===== config.mk =====
export PLATFORM = sky130hd
export DESIGN_NAME = cursor_text_buffer_unit
export DESIGN_NICKNAME = d
export VERILOG_FILES = /design/src/rtl/core/ctb_pkg.sv /design/src/rtl/core/cursor_text_buffer_unit.sv /design/src/rtl/core/ctb_cell.sv
export SDC_FILE = /design/constraint.sdc
export NUM_CORES = 2
export LEC_CHECK = 0
export BUFFER_PORTS_ARGS = -buffer_cell sky130_fd_sc_hd__buf_2
export CAP_MARGIN = 40
export CORE_MARGIN = 2
export CORE_UTILIZATION = 25
export CTS_CLUSTER_DIAMETER = 40
export DETAILED_ROUTE_END_ITERATION = 10
export HOLD_SLACK_MARGIN = 0.1
export MAX_ROUTING_LAYER = met4
export PLACE_DENSITY = 0.37
export SLEW_MARGIN = 20
export SYNTH_ARGS = -nofsm -noshare
export SYNTH_HDL_FRONTEND = slang
export SYNTH_HIERARCHICAL = 1
export SYNTH_SLANG_ARGS = --single-unit

===== constraint.sdc =====
create_clock -name clock -period 21.1 [get_ports clock]
set_input_delay 4.22 -clock clock [delete_from_list [all_inputs] [get_ports clock]]
set_output_delay 4.22 -clock clock [all_outputs]
set_load 0.05 [all_outputs]

===== src/rtl/core/ctb_pkg.sv =====
// ----------------------------------------------------------------------------
// ctb_pkg
// Shared types and constants for the cursor text buffer: command codes, cell
// operations and the control bundle broadcast to the row of character cells.
// ----------------------------------------------------------------------------
`default_nettype none

package ctb_pkg;

   // Position width covers a length of up to 64 bytes
   localparam int POS_W     = 7;
   localparam int CHAR_W    = 8;
   localparam int DEPTH_DEF = 64;

   typedef enum logic [2:0] {
      KIND_INSERT    = 3'd0,
      KIND_MOVE      = 3'd1,
      KIND_BACKSPACE = 3'd2,
      KIND_DELETE    = 3'd3,
      KIND_PRINT     = 3'd4
   } kind_type;

   typedef enum logic [1:0] {
      CELL_CMD_HOLD,
      CELL_CMD_INSERT,
      CELL_CMD_REMOVE,
      CELL_CMD_ROTATE
   } cell_cmd_type;

   typedef struct packed {
      cell_cmd_type            cmd;
      logic [POS_W-1:0]        pos;
      logic [POS_W-1:0]        len;
      logic [CHAR_W-1:0]       char_value;
   } cell_ctrl_type;

endpackage : ctb_pkg

`default_nettype wire


===== src/rtl/core/cursor_text_buffer_unit.sv =====
// ----------------------------------------------------------------------------
// cursor_text_buffer_unit
// Line-editing byte buffer with a cursor, built as a row of character cells.
// ----------------------------------------------------------------------------
// Usage:
//   The req_ channel carries one command per beat: insert a byte at the
//   cursor, move the cursor by a signed offset (clamped to 0..length),
//   backspace, delete, or print. Edit commands complete in the cycle of
//   acceptance, so they run back to back at one beat per cycle.
//   Print streams the text on the rsp_ channel one byte per beat, starting
//   at the first byte, with rsp_last_char on the final beat. An empty buffer
//   gives one beat with rsp_text_empty set and a zero byte.
//   A print holds req_stall high until its final beat is taken, also while
//   the receiver stalls, so the next command is taken only after the run;
//   each taken beat rotates the cell row by one place, so the text is back
//   in order after the run. The first rsp_ beat appears the cycle after the
//   print is accepted.
//   While a print is running req_stall is high. rsp_stall holds the current
//   byte and freezes the row.
//   Reset clears length, cursor and the print state; cell contents are not
//   cleared and are only ever read below the length.
// ----------------------------------------------------------------------------
`default_nettype none

module cursor_text_buffer_unit
   import ctb_pkg::*;
#(
   parameter int DEPTH = DEPTH_DEF
) (
   input  wire logic                  clock,
   input  wire logic                  reset,
   // command channel
   input  wire logic                  req_valid,
   output logic                       req_stall,
   input  wire logic [2:0]            req_kind,
   input  wire logic [CHAR_W-1:0]     req_char_value,
   input  wire logic signed [7:0]     req_move_offset,
   // text channel
   output logic                       rsp_valid,
   input  wire logic                  rsp_stall,
   output logic [CHAR_W-1:0]          rsp_out_char,
   output logic                       rsp_last_char,
   output logic                       rsp_text_empty
);

   localparam logic [POS_W-1:0] DEPTH_POS = POS_W'(DEPTH);

   typedef enum logic {
      ST_IDLE,
      ST_PRINT
   } state_type;

   state_type           state_ff,  state_in;
   logic [POS_W-1:0]    length_ff, length_in;
   logic [POS_W-1:0]    cursor_ff, cursor_in;
   logic [POS_W-1:0]    remain_ff, remain_in;
   logic                empty_ff,  empty_in;

   logic                req_take;
   logic                rsp_take;
   logic                last_beat;
   logic signed [8:0]   move_sum;
   cell_ctrl_type       ctrl;

   logic [CHAR_W-1:0]   cell_data [DEPTH];

   assign req_stall = (state_ff == ST_PRINT);
   assign req_take  = req_valid && !req_stall;
   assign rsp_valid = (state_ff == ST_PRINT);
   assign rsp_take  = rsp_valid && !rsp_stall;
   assign last_beat = empty_ff || (remain_ff == POS_W'(1));

   assign move_sum = $signed({2'b00, cursor_ff})
                   + $signed({req_move_offset[7], req_move_offset});

   // Command decode: update length, cursor and the print run, and broadcast
   // the cell operation for this cycle
   always_comb begin
      state_in        = state_ff;
      length_in       = length_ff;
      cursor_in       = cursor_ff;
      remain_in       = remain_ff;
      empty_in        = empty_ff;
      ctrl.cmd        = CELL_CMD_HOLD;
      ctrl.pos        = cursor_ff;
      ctrl.len        = length_ff;
      ctrl.char_value = req_char_value;

      if (req_take) begin
         case (req_kind)
            KIND_INSERT: begin
               // drop the byte when the row is full
               if (length_ff < DEPTH_POS) begin
                  ctrl.cmd  = CELL_CMD_INSERT;
                  length_in = length_ff + POS_W'(1);
                  cursor_in = cursor_ff + POS_W'(1);
               end
            end
            KIND_MOVE: begin
               if (move_sum > $signed({2'b00, length_ff})) begin
                  cursor_in = length_ff;
               end else if (move_sum < 0) begin
                  cursor_in = '0;
               end else begin
                  cursor_in = move_sum[POS_W-1:0];
               end
            end
            KIND_BACKSPACE: begin
               if (cursor_ff != '0) begin
                  ctrl.cmd  = CELL_CMD_REMOVE;
                  ctrl.pos  = cursor_ff - POS_W'(1);
                  length_in = length_ff - POS_W'(1);
                  cursor_in = cursor_ff - POS_W'(1);
               end
            end
            KIND_DELETE: begin
               if (cursor_ff < length_ff) begin
                  ctrl.cmd  = CELL_CMD_REMOVE;
                  length_in = length_ff - POS_W'(1);
               end
            end
            KIND_PRINT: begin
               state_in  = ST_PRINT;
               remain_in = length_ff;
               empty_in  = (length_ff == '0);
            end
            default: begin
               // unused command codes are ignored
               state_in = ST_IDLE;
            end
         endcase
      end else if (rsp_take) begin
         // advance the row by one byte per taken beat
         if (!empty_ff) begin
            ctrl.cmd = CELL_CMD_ROTATE;
         end
         remain_in = remain_ff - POS_W'(1);
         if (last_beat) begin
            state_in = ST_IDLE;
         end
      end
   end

   always_ff @(posedge clock) begin
      if (reset) begin
         state_ff  <= ST_IDLE;
         length_ff <= '0;
         cursor_ff <= '0;
         remain_ff <= '0;
         empty_ff  <= 1'b0;
      end else begin
         state_ff  <= state_in;
         length_ff <= length_in;
         cursor_ff <= cursor_in;
         remain_ff <= remain_in;
         empty_ff  <= empty_in;
      end
   end

   // Row of character cells; the ends see their own byte as the missing
   // neighbour, and every cell sees cell 0 for the rotation wrap
   for (genvar gi = 0; gi < DEPTH; gi++) begin : g_cell
      logic [CHAR_W-1:0] left_byte;
      logic [CHAR_W-1:0] right_byte;

      if (gi == 0) begin : g_first
         assign left_byte = cell_data[gi];
      end else begin : g_mid_left
         assign left_byte = cell_data[gi-1];
      end

      if (gi == DEPTH - 1) begin : g_last
         assign right_byte = cell_data[gi];
      end else begin : g_mid_right
         assign right_byte = cell_data[gi+1];
      end

      ctb_cell #(
         .INDEX      (gi)
      ) u_cell (
         .clock      (clock),
         .ctrl       (ctrl),
         .left_data  (left_byte),
         .right_data (right_byte),
         .wrap_data  (cell_data[0]),
         .data_out   (cell_data[gi])
      );
   end

   // Head of the row is the byte on the wire
   assign rsp_out_char   = empty_ff ? '0 : cell_data[0];
   assign rsp_last_char  = last_beat;
   assign rsp_text_empty = empty_ff;

`ifndef SYNTHESIS
   a_cursor_in_text: assert property (@(posedge clock) disable iff (reset)
      cursor_ff <= length_ff)
      else $error("cursor beyond end of text");

   a_length_in_range: assert property (@(posedge clock) disable iff (reset)
      length_ff <= DEPTH_POS)
      else $error("text length exceeds buffer depth");

   a_stall_holds_run: assert property (@(posedge clock) disable iff (reset)
      rsp_valid && rsp_stall |=> rsp_valid && $stable(remain_ff))
      else $error("print run moved while stalled");

   a_empty_is_last: assert property (@(posedge clock) disable iff (reset)
      rsp_valid && rsp_text_empty |-> rsp_last_char)
      else $error("empty print beat not marked last");

   a_edit_no_output: assert property (@(posedge clock) disable iff (reset)
      req_take && (req_kind != KIND_PRINT) |=> !rsp_valid)
      else $error("edit command produced a text beat");
`endif

endmodule : cursor_text_buffer_unit

`default_nettype wire


===== src/rtl/core/ctb_cell.sv =====
// ----------------------------------------------------------------------------
// ctb_cell
// One character cell of the buffer row. Decides from its own place and the
// broadcast control whether to hold, take a neighbour's or cell 0's byte, or load a byte.
// ----------------------------------------------------------------------------
`default_nettype none

module ctb_cell
   import ctb_pkg::*;
#(
   parameter int INDEX = 0
) (
   input  wire logic                clock,
   input  wire cell_ctrl_type       ctrl,
   input  wire logic [CHAR_W-1:0]   left_data,
   input  wire logic [CHAR_W-1:0]   right_data,
   input  wire logic [CHAR_W-1:0]   wrap_data,
   output logic      [CHAR_W-1:0]   data_out
);

   localparam logic [POS_W-1:0] MY_POS  = POS_W'(INDEX);
   localparam logic [POS_W-1:0] MY_NEXT = POS_W'(INDEX + 1);

   logic [CHAR_W-1:0] data_ff;
   logic [CHAR_W-1:0] data_in;

   always_comb begin
      data_in = data_ff;
      case (ctrl.cmd)
         CELL_CMD_INSERT: begin
            // open a gap at the cursor: everything above moves up one place
            if (MY_POS > ctrl.pos) begin
               data_in = left_data;
            end else if (MY_POS == ctrl.pos) begin
               data_in = ctrl.char_value;
            end
         end
         CELL_CMD_REMOVE: begin
            if (MY_POS >= ctrl.pos) begin
               data_in = right_data;
            end
         end
         CELL_CMD_ROTATE: begin
            // rotate the used part of the row left by one byte
            if (MY_NEXT < ctrl.len) begin
               data_in = right_data;
            end else if (MY_NEXT == ctrl.len) begin
               data_in = wrap_data;
            end
         end
         default: begin
            data_in = data_ff;
         end
      endcase
   end

   always_ff @(posedge clock) begin
      data_ff <= data_in;
   end

   assign data_out = data_ff;

endmodule : ctb_cell

`default_nettype wire

After elaboration in Yosys (flattened, before gate mapping)
Index checks and enable logic that the tools add are counted.
Widths: inputs -> output; s select.
{"block": "op_classes", "n_addsub": 6, "order_cmp": 195, "n_eq_ne": 332, "mux": 408, "n_reduce_logical": 85}
{"op": "$mux 8", "n": 319}
{"op": "$pmux 8 s3", "n": 63}
{"op": "$eq 6x7->1 const A", "n": 64}
{"op": "$ne 3x1->1 const B", "n": 125}
{"op": "$reduce_and 4->1", "n": 64}
{"op": "$eq 5x7->1 const A", "n": 32}
{"op": "$gt 6x7->1 const A", "n": 32}
{"op": "$lt 6x7->1 const A", "n": 32}
{"op": "$ge 6x7->1 const A", "n": 31}
{"op": "$ne 2x1->1 const B", "n": 67}
{"op": "$eq 4x7->1 const A", "n": 16}
{"op": "$ge 5x7->1 const A", "n": 16}
{"op": "$gt 5x7->1 const A", "n": 16}
{"op": "$lt 5x7->1 const A", "n": 16}
{"op": "$mux 7", "n": 12}
{"op": "$eq 3x7->1 const A", "n": 8}
{"op": "$ge 4x7->1 const A", "n": 8}
{"op": "$gt 4x7->1 const A", "n": 8}
{"op": "$lt 4x7->1 const A", "n": 8}
{"op": "$pmux 7 s3", "n": 2}
{"op": "$eq 2x7->1 const A", "n": 4}
{"op": "$ge 3x7->1 const A", "n": 4}
{"op": "$gt 3x7->1 const A", "n": 4}
{"op": "$lt 3x7->1 const A", "n": 4}
{"op": "other kinds (41)", "n": 71}
{"block": "word_totals", "reg_bits": 535, "in_bits": 23, "output_inout_bits": 12, "word_cells": 1095}

Longest topological paths before layout
{"block": "logic_depth", "word_depth": 8, "depth_mapped": 15, "mapped_depth_nobuf": 14}

Least setup slack after synthesis
OpenSTA, ideal clock, no wires.
{"block": "synth_path", "kind": "input port to flip-flop", "startpoint": "input port req_kind[0]", "endpoint": "register g_cell[1].u_cell.data_ff[0] (data pin)", "setup_ns": 0.280, "arrival_ns": 20.401, "required_ns": 20.820, "path_slack_ns": 0.419, "path_stages": 7, "n_path_buf": 1, "path_cell_list": "buf_2 -> nor2_1 -> nand2_1 -> o32ai_1 -> nand4_1 -> mux2i_1 -> mux2i_1"}
{"item": "start: declaration", "line": "cursor_text_buffer_unit.sv:35", "source": "input wire logic [2:0] req_kind,"}
{"item": "end signal: assignment", "line": "ctb_cell.sv:58", "source": "data_ff <= data_in;"}
{"item": "end: declaration", "line": "ctb_cell.sv:24", "source": "logic [CHAR_W-1:0] data_ff;"}

==> impl_metrics.toml <==
[min_path]
whs_path_depth = 2
hold_path_class = "reg2reg"

[sta]
worst_pin_slew_ps = 918.9
hold_viol = 0
fmax_mhz = 120.5
period_needed_ps = 8299
drv_slew = 0
setup_viol = 0
slew_headroom_pct = 38.27
fin_setup_tns_ps = 0
hold_slack_ps = 491.6
fin_ws_ps = 12800
worst_clock_skew_ps = 25.96
fin_crit_sh_pct = 39.33
rsz0062_at_grt = "no"

[route]
ant_nets = 0
drc = 0
drt-total-wl_um = 180900
drt_pass1_iterations = 6
post_drt_wl_per_cell_um = 26.33
via_per_inst = 5.661
vias = 38890
drtIter0Drc = 2976

[yosys]
yosysSeqAreaShare_pct = 35.83
synth_cell_type_count = 157
ys.flop_type = "edfxtp_1"
ys_async_sr_fraction_pct = 0
synth.largest_area_cell = "edfxtp_1"
synthesis.area_mm2 = 0.04419
synth-edff-count = 512
synthCells = 4346
yosysWarningCount = 6
ys_ff_latch = 535
yosysTopAreaCellShare_pct = 34.79
syn-num-nets = 4401
avgSynthCellArea_um2 = 10.17
synth_area_leaders = "edfxtp_1 (35%), mux2i_1 (9.6%), nor3_1 (2.6%)"

[die]
num_rows = 154
die-height_um = 424.5
start_util_pct = 25.12
dieArea_mm2 = 0.1802
coreArea_mm2 = 0.1759
fp.dieW_um = 424.5
io_pins = 35

[placed_design]
place.port_buffers = 34
gp_congestion = 0.7890
place_ws_ps = 12010
postPlaceCellArea_mm2 = 0.04709
dp_cells = 6579
place_hpwl_um = 113500

[clock_tree]
cts_max_level = 4
clock_sinks = 535
post_cts_buffers = 0
cts_buffer_depth = 3
clkTransAtPathRegs_ps = 40
cts_resized = 0
cts_tree = "yes"
cts_hold_buf = 0
cts_root_buf = "clkbuf_16"
insertion_delay_ps = 770
numCtsBuffers = 157

[global_routing]
grt_max_degree = 192
grt_pass1_vias = 38800
grt_overflow = 0
globalRouteTotalUtil_pct = 20.01
grt_first_pass_wirelength_um = 268300
antenna_found_initial = 5

[layout]
syn2layout_area_growth_pct = 18.47
insertedDiodeCount = 0
layout_commonest_cell = "edfxtp_1"
layout.nets = 4461
fin_area_mm2 = 0.05236
instances_no_fill = 6869
postLayoutCoreUtil_pct = 29.76
drive_gt1_share_pct = 20.58
final_cell_mix = "edfxtp_1 (512), mux2i_1 (426), nor3_1 (229)"

[worst_setup_path]
critPathMaxFanout = 61
worstPathArrival_ps = 8820
crit_required_ps = 21620
critPathLaunchType = "input pin"
ff2ff_path_depth = 13
path_class = "in2reg"
cp-end-kind = "flop"

[pwr]
ir_drop_mv = 0.07415
powerDensity_mw_per_mm2 = 91.97
p_leak_nw = 18.14
total_power_mw = 4.815

[run_status]
status = "finished clean"

[flow_run]
max_cap_viol_count = 0
## power by group
| part | internal (mW) | switching (mW) | leakage (nW) |
|---|---|---|---|
| Clock | 1.59 | 0.750 | 2.53 |
| Combinational | 0.394 | 0.664 | 10.7 |
| Sequential | 1.33 | 0.0847 | 4.88 |
| Total | 3.32 | 1.50 | 18.1 |
## cell families (layout without fill, tap and decap cells)
logic type / Yosys count / after routing / synth area share (%)
AND/OR/NAND/NOR: 1492 / 1492 / 22.22
AO/OA/AOI/OAI: 1429 / 1429 / 25.78
adder cells (fa/ha/maj): 32 / 32 / 0.9399
XOR/XNOR: 18 / 18 / 0.3567
multiplexers: 452 / 452 / 10.31
buffers and inverters: 388 / 571 / 4.561
flip-flops: 535 / 535 / 35.83
## Yosys cell counts, types with 48 or more instances
master / number
nor2b_1: 53
a32oi_1: 48
o21ai_0: 195
a211oi_1: 85
a31oi_1: 94
o31ai_1: 61
nand2b_1: 84
nor2_1: 194
nand3_1: 104
mux2i_1: 426
and3b_1: 54
nand2_1: 176
edfxtp_1: 512
nor3b_1: 86
buf_2: 66
o21ai_1: 49
a21oi_1: 206
nor4_1: 55
inv_1: 95
a22oi_1: 73
clkbuf_1: 115
nor3_1: 229
nor4_2: 51
## per-layer routing
layer / vias to the layer above / routed length [um] / global-route usage, %
met5: - / 0 / -
met4: 0 / 4131 / 5.504
met3: 282 / 7652 / 2.507
met2: 1051 / 81410 / 30.17
met1: 19640 / 87670 / 28.02
li1: 17910 / - / -
## area by class of cell
class | count | area, um2
fillers | 18220 | 123600
inverters | 105 | 394.1
clock inverters | 98 | 1013
repair buffers | 184 | 1528
well taps | 2340 | 2928
clock buffers | 184 | 4156
multi-input cells | 3423 | 26480
flip-flops and latches | 535 | 15860
## sequential cells by signal, summed over array words and instances (netlist names)
name,count
req_stall,1
cursor_ff,7
rsp_text_empty,1
g_cell.u_cell/data_out,512
length_ff,7
remain_ff,7
## worst max-delay path: stages
cell,delay (ps)
buf_2,180
nand2b_4,210
nor2_1,440
nand2_1,310
nor2_1,220
nand2_1,110
o21ai_4,150
buf_4,440
buf_4,390
buf_12,320
buf_4,560
a21oi_1,370
o211ai_1,280
o21ai_0,260
buf_2,270
## path summary, 6_finish.rpt
path	start	endpoint	slack, ps
worst max-delay path	req_kind[2]	g_cell[47].u_cell/data_out[7]$_DFFE_PP_	12800
worst min-delay path	remain_ff[6]$_SDFFE_PP0P_	remain_ff[6]$_SDFFE_PP0P_	490
worst max register to register	length_ff[4]$_SDFFE_PP0P_	g_cell[47].u_cell/data_out[7]$_DFFE_PP_	15270
worst min register to register	remain_ff[6]$_SDFFE_PP0P_	remain_ff[6]$_SDFFE_PP0P_	490
Note: power is estimated with default switching activity, not from simulation.
